**src/hdl/jpeg_coefficient_run_decoder_assert.svh**
```systemverilog
// Assertion macros shared by the coefficient decoder RTL.
// Each macro takes a label, the clock, the active-low reset, a condition and a consequence.
`ifndef JPEG_COEFFICIENT_RUN_DECODER_ASSERT_SVH
`define JPEG_COEFFICIENT_RUN_DECODER_ASSERT_SVH

`ifndef SYNTH

// The consequence must hold in the same cycle as the condition.
`define JCRD_ASSERT_SAME(lbl, clk_s, rstn_s, cond, cons) \
  lbl: assert property (@(posedge clk_s) disable iff (!rstn_s) (cond) |-> (cons)) \
    else $error("jcrd assertion failed");

// The consequence must hold in the cycle after the condition.
`define JCRD_ASSERT_NEXT(lbl, clk_s, rstn_s, cond, cons) \
  lbl: assert property (@(posedge clk_s) disable iff (!rstn_s) (cond) |=> (cons)) \
    else $error("jcrd assertion failed");

`else

`define JCRD_ASSERT_SAME(lbl, clk_s, rstn_s, cond, cons)
`define JCRD_ASSERT_NEXT(lbl, clk_s, rstn_s, cond, cons)

`endif

`endif

```
**src/hdl/jcrd_pkg.sv**
```systemverilog
`timescale 1ns / 1ps
`default_nettype none

package jcrd_pkg;

  // Coefficients in one 8x8 block.
  localparam int unsigned BLOCK_COEFFS = 64;

  // Request type codes. Code 3 is unused and is dropped.
  typedef enum logic [1:0] {
    REQ_QUANT_LOAD = 2'd0,
    REQ_DC         = 2'd1,
    REQ_AC         = 2'd2
  } req_type_t;

  // One input request from the entropy decoder.
  typedef struct packed {
    logic [1:0]  req_type;
    logic [1:0]  component;
    logic [1:0]  table_sel;
    logic [3:0]  zero_run;
    logic [3:0]  coeff_size;
    logic [15:0] extra_bits;
    logic [5:0]  quant_index;
    logic [7:0]  quant_value;
  } in_item_t;

  // One decoded coefficient.
  typedef struct packed {
    logic [5:0]         position;
    logic signed [15:0] coeff_value;
    logic               has_value;
    logic               block_last;
    logic               overrun;
  } out_item_t;

endpackage

`default_nettype wire

```
**src/hdl/jcrd_in_if.sv**
```systemverilog
`timescale 1ns / 1ps
`default_nettype none

// Request channel into the decoder.
interface jcrd_in_if;
  import jcrd_pkg::*;

  logic     valid;
  logic     ready;
  in_item_t item;

  modport source (output valid, output item, input ready);
  modport sink (input valid, input item, output ready);
endinterface

`default_nettype wire

```
**src/hdl/jcrd_out_if.sv**
```systemverilog
`timescale 1ns / 1ps
`default_nettype none

// Coefficient channel out of the decoder.
interface jcrd_out_if;
  import jcrd_pkg::*;

  logic      valid;
  logic      ready;
  out_item_t item;

  modport source (output valid, output item, input ready);
  modport sink (input valid, input item, output ready);
endinterface

`default_nettype wire

```
**src/hdl/jcrd_ram.sv**
```systemverilog
`timescale 1ns / 1ps
`default_nettype none

// Simple dual-port RAM: one write port, one read port with registered data.
module jcrd_ram #(
  parameter int unsigned WIDTH = 8,
  parameter int unsigned DEPTH = 256
) (
  input  logic                     clk,
  input  logic                     we,
  input  logic [$clog2(DEPTH)-1:0] waddr,
  input  logic [WIDTH-1:0]         wdata,
  input  logic                     re,
  input  logic [$clog2(DEPTH)-1:0] raddr,
  output logic [WIDTH-1:0]         rdata
);

  logic [WIDTH-1:0] mem [DEPTH];

  // Write port.
  always_ff @(posedge clk) begin
    if (we) begin
      mem[waddr] <= wdata;
    end
  end

  // Read port; the data holds while no read is issued.
  always_ff @(posedge clk) begin
    if (re) begin
      rdata <= mem[raddr];
    end
  end

endmodule

`default_nettype wire

```
**src/hdl/jpeg_coefficient_run_decoder.sv**
```systemverilog
// JPEG baseline coefficient decoder, placed after the Huffman decoder.
// in_ch carries one request per handshake: a quantization load, a DC symbol
// or an AC symbol. out_ch carries one coefficient with its zigzag position,
// or an end-of-block or overrun marker with has_value low and block_last high.
// Loads and unused request codes produce no output.
// Throughput is one request per cycle while in_ch.ready is high. A request
// that produces a result has its quantization step read from the store RAM
// at the edge that accepts it. When the first stage advances, the value is
// multiplied by the step, saturated and loaded into the output register.
// After reset the DC predictors are zero and AC placement starts at position
// zero. The quantization store is not cleared; every entry must be loaded
// before a symbol reads it.
// When out_ch stalls, the output register and the stage behind it hold, and
// in_ch.ready drops only once both are full. Loads and unused codes then wait
// like any other request.
`timescale 1ns / 1ps
`default_nettype none
`include "jpeg_coefficient_run_decoder_assert.svh"

module jpeg_coefficient_run_decoder #(
  parameter int unsigned QUANT_TABLES = 4,
  parameter int unsigned COMPONENTS   = 4
) (
  input  logic        clk,
  input  logic        rst_n,
  jcrd_in_if.sink     in_ch,
  jcrd_out_if.source  out_ch
);

  import jcrd_pkg::*;

  localparam int unsigned CompW      = (COMPONENTS > 1) ? $clog2(COMPONENTS) : 1;
  localparam int unsigned StoreDepth = QUANT_TABLES * BLOCK_COEFFS;
  localparam int unsigned StoreAw    = $clog2(StoreDepth);
  localparam logic [6:0]  NoBlock    = 7'(BLOCK_COEFFS);
  localparam logic [5:0]  LastPos    = 6'(BLOCK_COEFFS - 1);

  // Stage between the store read and the multiply.
  typedef struct packed {
    logic [5:0]         position;
    logic signed [15:0] value;
    logic               has_value;
    logic               block_last;
    logic               overrun;
  } stage_t;

  // Reduces a 2-bit selector modulo a small constant by repeated subtraction.
  function automatic logic [1:0] reduce_sel(input logic [1:0] v, input int unsigned m);
    logic [1:0] r;
    r = v;
    for (int i = 0; i < 3; i++) begin
      if (32'(r) >= m) begin
        r = r - 2'(m);
      end
    end
    return r;
  endfunction

  // Turns a size category and its raw bits into a signed value.
  function automatic logic signed [15:0] size_to_value(input logic [3:0] sz,
                                                       input logic [15:0] raw);
    logic [15:0] mask;
    logic [15:0] mag;
    mask = 16'((17'd1 << sz) - 17'd1);
    mag  = raw & mask;
    if (sz == 4'd0) begin
      return 16'sd0;
    end else if (mag[4'(sz - 4'd1)]) begin
      return signed'(mag);
    end else begin
      return signed'(16'(mag - mask));
    end
  endfunction

  logic              in_accept;
  logic              s1_adv;
  logic              is_load;
  logic              is_dc;
  logic              is_ac;
  logic [1:0]        tbl_m;
  logic [CompW-1:0]  comp_idx;
  logic signed [15:0] sym_value;
  logic [15:0]       pred_sum;
  logic [6:0]        ac_pos;
  logic              ac_eob;
  logic              ac_ovr;
  logic              ac_last;
  logic [5:0]        rd_pos;
  logic [StoreAw-1:0] rd_addr;
  logic [StoreAw-1:0] wr_addr;
  logic [7:0]        q_step;
  stage_t            s1_nxt;

  logic [6:0]        next_pos_r;
  logic [6:0]        next_pos_nxt;
  logic [15:0]       pred_r [COMPONENTS];
  logic              s1_valid_r;
  stage_t            s1_r;
  logic              out_valid_r;
  out_item_t         out_r;
  logic signed [24:0] product;
  logic signed [15:0] coeff_sat;

  // Handshake: the first stage moves on when the output register frees up.
  assign s1_adv    = s1_valid_r && (!out_valid_r || out_ch.ready);
  assign in_ch.ready = !s1_valid_r || s1_adv;
  assign in_accept = in_ch.valid && in_ch.ready;

  // Request decode.
  always_comb begin
    is_load = 1'b0;
    is_dc   = 1'b0;
    is_ac   = 1'b0;
    case (in_ch.item.req_type)
      REQ_QUANT_LOAD: is_load = 1'b1;
      REQ_DC:         is_dc   = 1'b1;
      REQ_AC:         is_ac   = 1'b1;
      default: begin
      end
    endcase
  end

  assign tbl_m     = reduce_sel(in_ch.item.table_sel, QUANT_TABLES);
  assign comp_idx  = CompW'(reduce_sel(in_ch.item.component, COMPONENTS));
  assign sym_value = size_to_value(in_ch.item.coeff_size, in_ch.item.extra_bits);
  assign pred_sum  = pred_r[comp_idx] + 16'(sym_value);

  // AC placement: skip the run and check for end of block or overrun.
  assign ac_pos  = next_pos_r + {3'b000, in_ch.item.zero_run};
  assign ac_eob  = (in_ch.item.zero_run == 4'd0) && (in_ch.item.coeff_size == 4'd0);
  assign ac_ovr  = !ac_eob && ac_pos[6];
  assign ac_last = !ac_eob && !ac_ovr && (ac_pos[5:0] == LastPos);

  // Store addresses: table number above the zigzag position.
  assign rd_pos  = is_dc ? 6'd0 : ac_pos[5:0];
  assign rd_addr = StoreAw'({tbl_m, rd_pos});
  assign wr_addr = StoreAw'({tbl_m, in_ch.item.quant_index});

  // Contents of the first stage for a DC or AC request.
  always_comb begin
    s1_nxt            = '0;
    if (is_dc) begin
      s1_nxt.value     = signed'(pred_sum);
      s1_nxt.has_value = 1'b1;
    end else if (ac_eob || ac_ovr) begin
      s1_nxt.block_last = 1'b1;
      s1_nxt.overrun    = ac_ovr;
    end else begin
      s1_nxt.position   = ac_pos[5:0];
      s1_nxt.value      = sym_value;
      s1_nxt.has_value  = 1'b1;
      s1_nxt.block_last = ac_last;
    end
  end

  // Next placement position.
  always_comb begin
    next_pos_nxt = next_pos_r;
    if (in_accept && is_dc) begin
      next_pos_nxt = 7'd1;
    end else if (in_accept && is_ac) begin
      if (ac_eob || ac_ovr || ac_last) begin
        next_pos_nxt = NoBlock;
      end else begin
        next_pos_nxt = ac_pos + 7'd1;
      end
    end
  end

  always_ff @(posedge clk) begin
    if (!rst_n) begin
      next_pos_r <= '0;
    end else begin
      next_pos_r <= next_pos_nxt;
    end
  end

  // DC predictors, one per component.
  always_ff @(posedge clk) begin
    if (!rst_n) begin
      for (int i = 0; i < COMPONENTS; i++) begin
        pred_r[i] <= '0;
      end
    end else if (in_accept && is_dc) begin
      pred_r[comp_idx] <= pred_sum;
    end
  end

  // Quantization store.
  jcrd_ram #(
    .WIDTH (8),
    .DEPTH (StoreDepth)
  ) u_quant_ram (
    .clk   (clk),
    .we    (in_accept && is_load),
    .waddr (wr_addr),
    .wdata (in_ch.item.quant_value),
    .re    (in_accept && (is_dc || is_ac)),
    .raddr (rd_addr),
    .rdata (q_step)
  );

  // First stage register.
  always_ff @(posedge clk) begin
    if (!rst_n) begin
      s1_valid_r <= 1'b0;
    end else if (in_accept && (is_dc || is_ac)) begin
      s1_valid_r <= 1'b1;
    end else if (s1_adv) begin
      s1_valid_r <= 1'b0;
    end
  end

  always_ff @(posedge clk) begin
    if (in_accept && (is_dc || is_ac)) begin
      s1_r <= s1_nxt;
    end
  end

  // Dequantize and saturate to 16 bits.
  assign product = 25'(s1_r.value) * signed'({1'b0, q_step});

  always_comb begin
    if (product > 25'sd32767) begin
      coeff_sat = 16'sh7FFF;
    end else if (product < -25'sd32768) begin
      coeff_sat = 16'sh8000;
    end else begin
      coeff_sat = 16'(product);
    end
  end

  // Output register.
  always_ff @(posedge clk) begin
    if (!rst_n) begin
      out_valid_r <= 1'b0;
    end else if (s1_adv) begin
      out_valid_r <= 1'b1;
    end else if (out_ch.ready) begin
      out_valid_r <= 1'b0;
    end
  end

  always_ff @(posedge clk) begin
    if (s1_adv) begin
      out_r.position    <= s1_r.position;
      out_r.coeff_value <= s1_r.has_value ? coeff_sat : 16'sd0;
      out_r.has_value   <= s1_r.has_value;
      out_r.block_last  <= s1_r.block_last;
      out_r.overrun     <= s1_r.overrun;
    end
  end

  assign out_ch.valid = out_valid_r;
  assign out_ch.item  = out_r;

  // Checks on placement state and result markers.
  `JCRD_ASSERT_SAME(a_pos_range, clk, rst_n, 1'b1, next_pos_r <= NoBlock)
  `JCRD_ASSERT_NEXT(a_dc_opens_block, clk, rst_n, in_accept && is_dc, next_pos_r == 7'd1)
  `JCRD_ASSERT_SAME(a_overrun_marker, clk, rst_n, out_valid_r && out_r.overrun, out_r.block_last && !out_r.has_value)
  `JCRD_ASSERT_SAME(a_last_pos_ends, clk, rst_n, out_valid_r && out_r.has_value && (out_r.position == LastPos), out_r.block_last)

endmodule

`default_nettype wire
```
**src/flat_wrapper.sv**
```systemverilog
// flat-port wrapper written by rule: the top's interface ports become plain ports
module jpeg_coefficient_run_decoder_flat import jcrd_pkg::*;
#(
  parameter int unsigned QUANT_TABLES = 4,
  parameter int unsigned COMPONENTS   = 4
)
  (clk, rst_n, in_ch_valid, in_ch_item, in_ch_ready, out_ch_valid, out_ch_item, out_ch_ready);
  jcrd_in_if in_ch_i ();
  jcrd_out_if out_ch_i ();
  input  logic clk;
  input  logic rst_n;
  input wire logic [$bits(in_ch_i.valid)-1:0] in_ch_valid;
  input wire logic [$bits(in_ch_i.item)-1:0] in_ch_item;
  output wire logic [$bits(in_ch_i.ready)-1:0] in_ch_ready;
  output wire logic [$bits(out_ch_i.valid)-1:0] out_ch_valid;
  output wire logic [$bits(out_ch_i.item)-1:0] out_ch_item;
  input wire logic [$bits(out_ch_i.ready)-1:0] out_ch_ready;
  assign in_ch_i.valid = in_ch_valid;
  assign in_ch_i.item = in_ch_item;
  assign in_ch_ready = in_ch_i.ready;
  assign out_ch_valid = out_ch_i.valid;
  assign out_ch_item = out_ch_i.item;
  assign out_ch_i.ready = out_ch_ready;
  jpeg_coefficient_run_decoder #(.QUANT_TABLES(QUANT_TABLES), .COMPONENTS(COMPONENTS)) u_core (.clk(clk), .rst_n(rst_n), .in_ch(in_ch_i), .out_ch(out_ch_i));
endmodule
```
**config.mk**
```make
export PLATFORM = sky130hd
export DESIGN_NAME = jpeg_coefficient_run_decoder_flat
export DESIGN_NICKNAME = d
export VERILOG_FILES = /design/src/hdl/jcrd_pkg.sv /design/src/hdl/jcrd_in_if.sv /design/src/hdl/jcrd_out_if.sv /design/src/hdl/jcrd_ram.sv /design/src/hdl/jpeg_coefficient_run_decoder.sv /design/src/flat_wrapper.sv
export VERILOG_INCLUDE_DIRS = /design/src /design/src/hdl
export SDC_FILE = /design/constraint.sdc
export NUM_CORES = 2
export LEC_CHECK = 0
export ABC_CLOCK_PERIOD_IN_PS = 6400
export BUFFER_PORTS_ARGS = -buffer_cell sky130_fd_sc_hd__buf_4
export CELL_PAD_IN_SITES_DETAIL_PLACEMENT = 0
export CELL_PAD_IN_SITES_GLOBAL_PLACEMENT = 1
export CORE_ASPECT_RATIO = 1.2
export CORE_MARGIN = 2
export CORE_UTILIZATION = 39
export CTS_CLUSTER_SIZE = 20
export DETAILED_ROUTE_END_ITERATION = 10
export PLACE_DENSITY = 0.6
export SLEW_MARGIN = 20
export SYNTH_ARGS = -nofsm -noshare
export SYNTH_HDL_FRONTEND = slang
export SYNTH_SLANG_ARGS = --single-unit
```
**constraint.sdc**
```tcl
create_clock -name clk -period 6.4 [get_ports clk]
set_clock_uncertainty 0.15 [all_clocks]
set_input_delay 0.64 -clock clk [delete_from_list [all_inputs] [get_ports clk]]
set_output_delay 0.64 -clock clk [all_outputs]
set_load 0.01 [all_outputs]
```
==> metrics.csv <==
stage;metric;value;unit
sta;fmax;0.165;GHz
critical_path;R2R Path End;u_core.out_ch.item[12]$_SDFFCE_PN0P_;
place;Final Wtd Congestion;0.850;
clocking;# clock sinks;2179;
detailed_routing;first-pass iteration count of the detailed router;5;
grt;number of global-route vias before repair;54400;
clocking;H-tree Lvls;4;
detailed_routing;via count;54000;
sta;Hold Vio Cnt, Final;0;
grt;largest net degree at the start of global routing;153;
grt;initial antenna violation count;13;
critical_path;worst r2r path cells;20;
critical_path;WS Path Type;reg -> reg;
synthesis;Synth area leader;edfxtp_1;
critical_path;largest fanout on the critical path;15;
flow_run;max-cap violations;0;
pwr;leakage;34.7;nW
critical_path;Worst EP required;6.98;ns
critical_path;Startpoint Class;flop;
critical_path;r2r setup slk;0.35;ns
pwr;Switching Share;29.1;%
grt;first-pass GRT wire length;386;mm
synthesis;synthesized cell area;93600;um^2
grt;final global-route overflow total;0;
critical_path;Worst setup EP type;flop;
pwr;sw power;10.9;mW
sta;RSZ-0062 raised after global routing;false;
die;Initial Utilization;39.3;%
place;placed wire-length estimate;161;mm
clocking;Clock Tree Buf Depth;4;
synthesis;syn avg cell area;15.0;um^2
synthesis;count leader, synth;edfxtp_1;
clocking;Skew-Pair Late Insertion Delay;0.88;ns
final_layout;fill count;21100;
final_layout;share of cells above drive strength 1;14.9;%
die;die height;541;um
outcome;status;finished, final reports clean;
detailed_routing;DRC;0;
die;Die Span X;451;um
synthesis;Seq cells post-synth;2179;
clocking;CTS tree;done;
pwr;worst vdd ir;0.615;mV
synthesis;top post-synthesis cells by area;edfxtp_1, mux4_2, nor2_1;
sta;minimum clock period;6.05;ns
detailed_routing;final WL;266;mm
hold_path;Worst Hold Class;in -> reg;
hold_path;min-delay src;in_ch_item[3];
critical_path;r2r startpoint;u_core.u_quant_ram.rdata[1]$_DFFE_PP_;
die;Cell Rows;196;
die;Core Area;238000;um^2
synthesis;Syn Nets;6479;
place;Port Buffers;74;
pwr;clock power share;34.6;%
hold_path;Hold EP;u_core.u_quant_ram.mem[15][3]$_DFFE_PP_;
place;pre-CTS setup slack;0.114;ns
final_layout;register area;65300;um^2
die;# IOs;75;
final_layout;Layout Nets;6568;
pwr;Tot Pwr;37.3;mW
synthesis;Synth top cells by count;edfxtp_1, nor2_1, nand2_1;
synthesis;unique cell type count in the Yosys netlist;87;
synthesis;Top FF cell, synth;edfxtp_1;
clocking;CTS Buf Count;222;
pwr;Pint;26.5;mW
sta;final-report setup violation count;0;
detailed_routing;ANT nets after route;0;
synthesis;sequential area share after synthesis;69.8;%
synthesis;Synth warnings;0;
synthesis;FFs w/ async S/R, synth;0;%
sta;PnR worst setup slack;0.355;ns
sta;Slew HR;23.4;%
synthesis;Post-synth EDFFs;2170;
sta;Fin Setup TNS;0;ns
grt;Tot GR Track Use;21.6;%
synthesis;post-synth top area share;69.6;%
clocking;clock-pin slew on the worst setup and hold paths;0.06;ns
detailed_routing;initial drt markers;5147;
sta;count of final max-slew check failures;0;
pwr;Flop pwr share;43.0;%
clocking;Root Driver;clkbuf_16;
final_layout;area added between synthesis and finish;13.0;%
detailed_routing;Via density;5.58;
die;Die ar.;244000;um^2
final_layout;multi-input logic area;26200;um^2
sta;worst slew pin tran;1.15;ns
hold_path;Hold Path Stages;1;
critical_path;crit path DAT;6.63;ns
detailed_routing;wire length per cell;27.5;um
pwr;combinational fraction of design power;22.4;%
pwr;pwr dens;353;nW/um^2
synthesis;Syn Inst Count;6247;
sta;Final Cycle Share;94.5;%
sequential cells by signal, summed over array words and instances (netlist names):
register                  flops
u_core.u_quant_ram.rdata      8
u_core.u_quant_ram.mem     2048
u_core.out_ch.item           25
u_core.s1_valid_r             1
u_core.pred_r                64
u_core.next_pos_r             7
u_core.s1_r                  25
u_core.out_ch.valid           1
logic make-up (layout without fill, tap and decap cells):
kind of cell	after synthesis	after routing	share of synthesized area (%)
other	0	4	0
and+or+nand+nor	1843	1843	8.34
DFF	2179	2179	69.8
muxes	436	436	8.86
AOI/OAI and AO/OA	964	964	6.71
adders and majority gates	184	184	3.30
xor gates and xnor gates	57	57	0.542
buffers and inverters	584	847	2.42
through the flow:
step / hold slack [ns] / cell area (um^2) / cells / util [%]
2_1_floorplan: 0.250 / 93600 / 6247 / -
3_3_place_gp: 0.253 / 98600 / 9275 / 41.4
3_5_place_dp: 0.256 / 98600 / 9275 / 41.4
4_1_cts: 0.0256 / 106000 / 9677 / 44.4
5_1_grt: 0.0568 / 106000 / 9680 / 44.4
6_report: 0.0587 / 106000 / 9682 / 44.4
power by group through the flow:
stage | logic, mW | registers (mW) | clock network, mW
2_1_floorplan | 5.49 | 16.4 | 0
3_3_place_gp | 8.43 | 16.4 | 0
3_5_place_dp | 8.45 | 16.4 | 0
4_1_cts | 8.49 | 16.1 | 13.2
5_1_grt | 9.26 | 16.1 | 13.7
6_report | 8.36 | 16.1 | 12.9
repair_timing:
action	4_1_cts	5_1_grt
endpoints found under the hold margin	4	0
resized for setup	0	1
setup buffers	0	1
setup endpoints to repair	0	15
hold buffers	4	0
cell type report:
class / count / area share [%]
Inverter: 186 / 0.660
Clock buffer: 265 / 5.41
Antenna cell: 4 / 0.00947
Clock inverter: 133 / 1.30
Multi-Input combinational cell: 3484 / 24.8
Tap cell: 3168 / 3.75
Timing Repair Buffer: 263 / 2.27
Sequential cell: 2179 / 61.8
cells in the final DEF, fill, tap and decap left out, types with 87 or more instances in the layout:
cell / n
nor2_1: 806
edfxtp_1: 2170
inv_1: 184
o211ai_1: 94
mux4_2: 310
nand2_1: 596
a21oi_1: 207
o22ai_1: 87
clkbuf_16: 222
a211oi_1: 120
o21ai_0: 206
fa_1: 103
nand3_1: 144
mux2i_1: 91
buf_4: 223
worst max-delay path by stage:
stage / start / cells past startpoint / slack, ns / endpoint
floorplan: in_ch_item[30] / 28 / 0.009 / u_core.s1_r[17]$_DFFE_PP_
global placement: in_ch_item[30] / 25 / 0.09 / u_core.s1_r[18]$_DFFE_PP_
detailed placement: in_ch_item[30] / 24 / 0.11 / u_core.pred_r[0][15]$_SDFFCE_PN0P_
CTS: u_core.s1_r[18]$_DFFE_PP_ / 19 / 0.24 / u_core.out_ch.item[12]$_SDFFCE_PN0P_
global route: u_core.u_quant_ram.rdata[0]$_DFFE_PP_ / 20 / 0.004 / u_core.out_ch.item[14]$_SDFFCE_PN0P_
finish: u_core.u_quant_ram.rdata[1]$_DFFE_PP_ / 20 / 0.35 / u_core.out_ch.item[12]$_SDFFCE_PN0P_
routing by layer:
layer  track usage (%)  routed length (um)  vias up  share of wire [%]
li1                  -                   -    24000                  -
met1              28.9              110000    28100                 41
met2              36.6              133000     1594                 50
met3              2.62               15100      356                5.7
met4              6.92                8360       10                3.1
met5                 0                  61        -              0.023
worst max-delay path: stages, from the launching register on:
cell      delay [ns]
edfxtp_1        0.58
buf_4           0.23
nand2_1         0.08
fa_1            0.40
inv_1           0.09
fa_1            0.41
fa_1            0.55
inv_1           0.05
fa_1            0.51
inv_1           0.05
ha_1            0.32
or2_2           0.32
a21oi_1         0.25
a21o_1          0.18
o21ai_1         0.11
o311a_1         0.36
or4_1           0.50
nor4_1          0.28
a32oi_1         0.13
buf_4           0.20
a21oi_1         0.14
Note: power is estimated with default switching activity, not from simulation.
